==> src/ir_pulse_width_decoder_learn_match_top_macros.svh <==
// Assertion macros for the IR pulse-width decoder.
// Included by modules that carry concurrent checks; needs aclk and aresetn in scope.
`ifndef IR_PULSE_WIDTH_DECODER_LEARN_MATCH_TOP_MACROS_SVH
`define IR_PULSE_WIDTH_DECODER_LEARN_MATCH_TOP_MACROS_SVH

// Property checked on every aclk edge outside reset.
`define IRPW_ASSERT(label, prop, msg) \
    label: assert property (@(posedge aclk) disable iff (!aresetn) (prop)) else $error(msg);

// Expression that must hold on every aclk edge outside reset.
`define IRPW_ASSERT_ALWAYS(label, expr, msg) \
    `IRPW_ASSERT(label, 1'b1 |-> (expr), msg)

`endif

==> src/irpw_pkg.sv <==
// Shared types and constants for the IR pulse-width decoder.
// No dependencies; imported by the top level.
package irpw_pkg;

    localparam int SHIFT_BITS  = 32;
    localparam int VOTE_WINDOW = 10;
    localparam int CODE_W      = SHIFT_BITS - 1;
    localparam int OUT_W       = 31;
    localparam int CNT_W       = 10;
    localparam int EDGE_W      = 8;
    localparam int VOTE_CNT_W  = $clog2(VOTE_WINDOW + 1);
    localparam int THR_W       = 4;
    localparam int CFG_IDX_W   = 2;
    localparam int CFG_DATA_W  = 10;

    localparam logic [CNT_W-1:0] TICK_CLAMP_ABOVE = CNT_W'(1000);
    localparam logic [CNT_W-1:0] TICK_CLAMP_TO    = CNT_W'(999);
    localparam logic [CNT_W-1:0] IDLE_MAX         = '1;
    localparam logic [EDGE_W-1:0] EDGE_MAX        = '1;

    localparam logic [CNT_W-1:0] BIT_MIN_RST   = CNT_W'(14);
    localparam logic [CNT_W-1:0] BIT_MAX_RST   = CNT_W'(23);
    localparam logic [CNT_W-1:0] TIMEOUT_RST   = CNT_W'(200);
    localparam logic [THR_W-1:0] VOTE_THR_RST  = THR_W'(9);

    typedef enum logic [CFG_IDX_W-1:0] {
        REG_BIT_MIN  = 2'd0,
        REG_BIT_MAX  = 2'd1,
        REG_TIMEOUT  = 2'd2,
        REG_VOTE_THR = 2'd3
    } cfg_idx_t;

    typedef enum logic {
        CMD_TICK = 1'b0,
        CMD_EDGE = 1'b1
    } cmd_t;

    typedef enum logic [1:0] {
        EV_NONE     = 2'd0,
        EV_MATCH    = 2'd1,
        EV_MISMATCH = 2'd2,
        EV_LEARNED  = 2'd3
    } event_t;

    typedef struct packed {
        logic cmd;
        logic button_level;
    } in_item_t;

    typedef struct packed {
        logic [1:0]       event_res;
        logic [OUT_W-1:0] code;
        logic [OUT_W-1:0] learned_code;
    } out_item_t;

endpackage

==> src/ir_pulse_width_decoder_learn_match_top.sv <==
// IR pulse-width decoder with learn and match: top level.
// Depends on irpw_pkg and ir_pulse_width_decoder_learn_match_top_macros.svh.
//
// Every input transaction (a timer tick with a button sample, or an IR edge)
// yields exactly one result transaction. The state update and the result are
// computed combinationally from the current state and the incoming item, and the
// result lands in an output register; one item per cycle is taken while the
// output side keeps up, and a single held result stalls the input only while
// it waits. Configuration is written through cfg_wr_en/cfg_index/cfg_wdata
// and takes effect on the next transaction.
`include "ir_pulse_width_decoder_learn_match_top_macros.svh"

module ir_pulse_width_decoder_learn_match_top
    import irpw_pkg::*;
(
    input  logic                  aclk,
    input  logic                  aresetn,
    input  logic                  cfg_wr_en,
    input  logic [CFG_IDX_W-1:0]  cfg_index,
    input  logic [CFG_DATA_W-1:0] cfg_wdata,
    input  logic                  s_valid,
    output logic                  s_ready,
    input  in_item_t              s_data,
    output logic                  m_valid,
    input  logic                  m_ready,
    output out_item_t             m_data
);

    logic [CNT_W-1:0]      bit_min_reg, bit_max_reg, timeout_reg;
    logic [THR_W-1:0]      vote_thr_reg;

    logic [EDGE_W-1:0]     edge_cnt_reg, edge_cnt_next;
    logic [CNT_W-1:0]      tick_cnt_reg, tick_cnt_next;
    logic [CNT_W-1:0]      idle_cnt_reg, idle_cnt_next;
    logic                  frame_active_reg, frame_active_next;
    logic [SHIFT_BITS-1:0] shift_reg, shift_next;
    logic [CODE_W-1:0]     ref_code_reg, ref_code_next;
    logic                  armed_reg, armed_next;
    logic [VOTE_WINDOW-1:0] hist_reg, hist_next;

    logic                  out_valid_reg;
    out_item_t             out_data_reg, out_data_next;

    logic                  accept;
    logic [VOTE_CNT_W-1:0] vote_cnt;
    logic                  vote_ok;
    logic [CNT_W-1:0]      tick_inc, idle_inc;
    logic                  timeout_hit;
    logic [CODE_W-1:0]     frame_code;
    logic                  bit_one;
    logic [SHIFT_BITS-1:0] shift_base;
    event_t                ev;

    assign s_ready = !out_valid_reg || m_ready;
    assign accept  = s_valid && s_ready;
    assign m_valid = out_valid_reg;
    assign m_data  = out_data_reg;

    always_comb begin
        vote_cnt = '0;
        for (int i = 0; i < VOTE_WINDOW; i++) begin
            vote_cnt = vote_cnt + VOTE_CNT_W'(hist_next[i]);
        end
    end

    always_comb begin
        hist_next         = hist_reg;
        armed_next        = armed_reg;
        edge_cnt_next     = edge_cnt_reg;
        tick_cnt_next     = tick_cnt_reg;
        idle_cnt_next     = idle_cnt_reg;
        frame_active_next = frame_active_reg;
        shift_next        = shift_reg;
        ref_code_next     = ref_code_reg;
        ev                = EV_NONE;

        vote_ok     = 1'b0;
        tick_inc    = tick_cnt_reg + CNT_W'(1);
        idle_inc    = (idle_cnt_reg == IDLE_MAX) ? idle_cnt_reg : idle_cnt_reg + CNT_W'(1);
        timeout_hit = (idle_inc >= timeout_reg);
        frame_code  = shift_reg[SHIFT_BITS-1:1];
        bit_one     = (tick_cnt_reg >= bit_min_reg) && (tick_cnt_reg <= bit_max_reg);
        shift_base  = (edge_cnt_reg == '0) ? '0 : shift_reg;

        if (s_data.cmd == CMD_TICK) begin
            hist_next = VOTE_WINDOW'({hist_reg, s_data.button_level});
            vote_ok   = ({1'b0, vote_cnt} >= (VOTE_CNT_W + 1)'(vote_thr_reg));
            if (vote_ok) begin
                armed_next = 1'b1;
            end
            if (frame_active_reg) begin
                tick_cnt_next = (tick_inc > TICK_CLAMP_ABOVE) ? TICK_CLAMP_TO : tick_inc;
                idle_cnt_next = idle_inc;
                if (timeout_hit) begin
                    frame_active_next = 1'b0;
                    edge_cnt_next     = '0;
                    if (frame_code != '0) begin
                        if (armed_next) begin
                            armed_next    = 1'b0;
                            ref_code_next = frame_code;
                            ev            = EV_LEARNED;
                        end else if (frame_code == ref_code_reg) begin
                            ev = EV_MATCH;
                        end else begin
                            ev = EV_MISMATCH;
                        end
                    end
                end
            end
        end else begin
            shift_next = shift_base;
            if (!edge_cnt_reg[0]) begin
                shift_next = {shift_base[SHIFT_BITS-2:1], shift_base[0] | bit_one, 1'b0};
            end
            edge_cnt_next     = (edge_cnt_reg == EDGE_MAX) ? EDGE_MAX - EDGE_W'(1)
                                                            : edge_cnt_reg + EDGE_W'(1);
            tick_cnt_next     = '0;
            idle_cnt_next     = '0;
            frame_active_next = 1'b1;
        end

        out_data_next.event_res    = ev;
        out_data_next.code         = (ev != EV_NONE) ? OUT_W'(frame_code) : '0;
        out_data_next.learned_code = OUT_W'(ref_code_next);
    end

    always_ff @(posedge aclk) begin
        if (!aresetn) begin
            bit_min_reg  <= BIT_MIN_RST;
            bit_max_reg  <= BIT_MAX_RST;
            timeout_reg  <= TIMEOUT_RST;
            vote_thr_reg <= VOTE_THR_RST;
        end else if (cfg_wr_en) begin
            case (cfg_idx_t'(cfg_index))
                REG_BIT_MIN:  bit_min_reg  <= cfg_wdata;
                REG_BIT_MAX:  bit_max_reg  <= cfg_wdata;
                REG_TIMEOUT:  timeout_reg  <= cfg_wdata;
                REG_VOTE_THR: vote_thr_reg <= cfg_wdata[THR_W-1:0];
                default: ;
            endcase
        end
    end

    always_ff @(posedge aclk) begin
        if (!aresetn) begin
            edge_cnt_reg     <= '0;
            tick_cnt_reg     <= '0;
            idle_cnt_reg     <= '0;
            frame_active_reg <= 1'b0;
            shift_reg        <= '0;
            ref_code_reg     <= '0;
            armed_reg        <= 1'b0;
            hist_reg         <= '0;
            out_valid_reg    <= 1'b0;
        end else begin
            if (accept) begin
                edge_cnt_reg     <= edge_cnt_next;
                tick_cnt_reg     <= tick_cnt_next;
                idle_cnt_reg     <= idle_cnt_next;
                frame_active_reg <= frame_active_next;
                shift_reg        <= shift_next;
                ref_code_reg     <= ref_code_next;
                armed_reg        <= armed_next;
                hist_reg         <= hist_next;
                out_valid_reg    <= 1'b1;
            end else if (m_ready) begin
                out_valid_reg    <= 1'b0;
            end
        end
    end

    always_ff @(posedge aclk) begin
        if (accept) begin
            out_data_reg <= out_data_next;
        end
    end

    `IRPW_ASSERT_ALWAYS(a_tick_clamped, tick_cnt_reg <= TICK_CLAMP_ABOVE, "tick count above clamp")
    `IRPW_ASSERT(a_edge_opens_frame, accept && s_data.cmd == CMD_EDGE |=> frame_active_reg, "edge did not open frame")
    `IRPW_ASSERT(a_event_has_code, m_valid && m_data.event_res != EV_NONE |-> m_data.code != '0, "event with zero code")
    `IRPW_ASSERT(a_learn_stores, m_valid && m_data.event_res == EV_LEARNED |-> m_data.learned_code == m_data.code, "learned code not stored")
    `IRPW_ASSERT(a_match_equal, m_valid && m_data.event_res == EV_MATCH |-> m_data.learned_code == m_data.code, "match with differing code")

endmodule

==> config.mk <==
export PLATFORM = sky130hd
export DESIGN_NAME = ir_pulse_width_decoder_learn_match_top
export DESIGN_NICKNAME = d
export VERILOG_FILES = /design/src/irpw_pkg.sv /design/src/ir_pulse_width_decoder_learn_match_top.sv
export VERILOG_INCLUDE_DIRS = /design/src /design/src/src
export SDC_FILE = /design/constraint.sdc
export NUM_CORES = 1
export LEC_CHECK = 0
export BUFFER_PORTS_ARGS = -buffer_cell sky130_fd_sc_hd__buf_2
export CAP_MARGIN = 30
export CORE_ASPECT_RATIO = 1.75
export CORE_MARGIN = 5
export CORE_UTILIZATION = 55
export CTS_CLUSTER_SIZE = 24
export DETAILED_ROUTE_END_ITERATION = 12
export PLACE_DENSITY = 0.7
export SLEW_MARGIN = 25
export SYNTH_ARGS = -nofsm -noshare
export SYNTH_HDL_FRONTEND = slang
export SYNTH_SLANG_ARGS = --single-unit
==> constraint.sdc <==
create_clock -name aclk -period 7.2 [get_ports aclk]
set_input_delay 1.44 -clock aclk [delete_from_list [all_inputs] [get_ports aclk]]
set_output_delay 1.44 -clock aclk [all_outputs]
set_load 0.02 [all_outputs]
==> metrics.txt <==
status=finished clean; largest net degree at the start of global routing=74; Netlist Area Pre-Place=9890 um2; Setup violations, final=0; TritonCTS clock tree=built; width of the die=111 um; clk_lat worst skew=about 0.49 ns; Worst Path Required=7.55 ns; vias per inst=around 5.7; critical path class=in -> reg; PwrDens=216 nW/um2; syn_nets=1054; cells on worst reg2reg path=15; Resized cells post-CTS=0; Final period util=81.1%; # IOs=85; Cells after Synth=988; Mapped Avg Cell Area=10.0 um2; WL/cell=17.9 um; Arr. time, crit path=6.18 ns; CTS Hold Bufs=0; ys flop type=dfxtp_1; Slew headroom=33.0%; overall routing resource usage=21.9%; Area Growth Syn to Fin=12.7%; GRT overflow=0; Hold Path Depth=2; drt pass-1 iters=5; Starting DRT DRC Count=438; Core Area=17900 um2; max reg flops=64; die area=roughly 21000 um2; synth top area cells=dfxtp_1, edfxtp_1, ha_1, nand2_1, mux2_4; num rows=65; Critical Path Start Type=primary input; diode count=0; layout net count=1114; final std cells w/o fill=around 1300; YS warnings=0; CTS max path bufs=3; Worst-path clk slew=0.06 ns; die span in y=187 um; H-Tree Depth=1; Detail Route Antenna Nets=0; Tmin final=5.84 ns; Post-synth top cells=dfxtp_1, nand2_1, edfxtp_1; GP Congestion=about 0.86; Starting Density=55.3%; flops & latches, synth=approximately 200; PortBufs=84; clk root buf=clkbuf_16; first-pass GRT wire length=roughly 38000 um; Post-DP Area=10500 um2; Detailed Route WL=23200 um; Layout fillers=about 1500; DPL Wire Length=16100 um; initial antenna violation count=0; final hold violations=0; setup_tns=0 ns; final slew viol count=0; sequential element share of the synthesized area=47.4%; fmax=0.171 GHz; Cell variety after synth=59; max_cap viols=0; share of cells above drive strength 1=17.1%; most numerous cell in the Yosys netlist=dfxtp_1; Worst setup EP type=register; via count=7410; Worst-Margin Slew=approximately 1 ns; number of global-route vias before repair=7298; CTS Buf Count=20; drt drc=0; Leakage Power=0.00449 uW; number of flops mapped to enable cells by yosys=64; Setup Skew=0.00631 ns; Design Area, Final=11100 um2; Max VDD drop=0.201 mV; Crit Path Max Fanout=62; hold crit path type=reg -> reg; biggest area consumer among synthesized cells=dfxtp_1; # Post-CTS Setup Buffers=0; post-synth top area share=27.9%; asr flop ratio synth=0%; RSZ-0062 raised after global routing=no; clock sinks=202; Placed Instances=around 1300
==> power breakdown <==
| part | total [uW] | internal [uW] | switching, uW |
|---|---|---|---|
| clock network | 1000 | 549 | 452 |
| registers | 1220 | 1200 | 16.1 |
| logic | 193 | 66.3 | 126 |
==> layout make-up <==
class	instances	area [um2]	share of cell area, %
Clock buffer	23	543	4.87
Clock inverter	13	87.6	0.786
Inverter	46	174	1.56
Multi-Input combinational cell	684	4820	43.3
Sequential cell	202	4680	42.0
Tap cell	234	293	2.63
Timing Repair Buffer	94	543	4.87
==> per-stage QoR <==
stage	hold WS, ns	utilization [%]	setup slack (ns)	total power [uW]
after floorplan	0.440	-	1.08	1370
after global placement	0.450	58.5	0.988	1430
after detailed placement	0.459	58.7	0.884	1440
after CTS	0.468	62.2	1.38	2430
after global routing	0.485	62.3	1.09	2510
final	0.465	62.3	1.36	2410
==> critical path, stage by stage <==
cell and delay [ns]:
buf_2 0.42, mux2_2 0.42, fa_1 0.53, inv_1 0.05, fa_1 0.45, fa_1 0.48, inv_1 0.04, ha_1 0.20
fa_1 0.39, xor2_1 0.18, ha_1 0.27, nand2_1 0.06, o21ba_2 0.25, nor4_4 0.27, buf_4 0.50, o21ai_0 0.19
==> worst paths after layout <==
check | start | to | slack [ns]
setup / recovery | s_data[1] | ref_code_reg[24] | 1.36
hold / removal | timeout_reg[8] | timeout_reg[8] | 0.47
setup reg to reg | hist_reg[4] | ref_code_reg[24] | 2.55
hold reg to reg | timeout_reg[8] | timeout_reg[8] | 0.47
==> cells by family (layout without fill, tap and decap cells) <==
family / after synthesis / count (layout) / share of synthesized area (%)
simple gates: 347 / 347 / 17.9
compound gates: 204 / 204 / 14.3
flops: 202 / 202 / 47.4
buf+inv: 102 / 176 / 4.14
mux: 50 / 50 / 6.67
fa+ha+maj: 47 / 47 / 6.40
xor+xnor: 36 / 36 / 3.19
==> cells in the final DEF (no fill, tap or decap), drive strengths merged, types with 26 or more instances in the layout <==
cell type  netlist  routed
a21boi          27      27
mux2            37      37
and2            38      38
ha              41      41
nand3           47      47
dfxtp          138     138
nor2            26      26
o21ai           54      54
nand2          124     124
edfxtp          64      64
inv             46      45
a22oi           34      34
buf              9      94
nor2b           42      42
==> per-layer routing <==
layer / part of all wire [%] / GRT usage, %
met1: 38 / 24.6
met2: 54 / 41.2
met3: 4.0 / 3.04
met4: 3.9 / 8.67
met5: 0 / 0
Power figures use the tool's default switching activity.
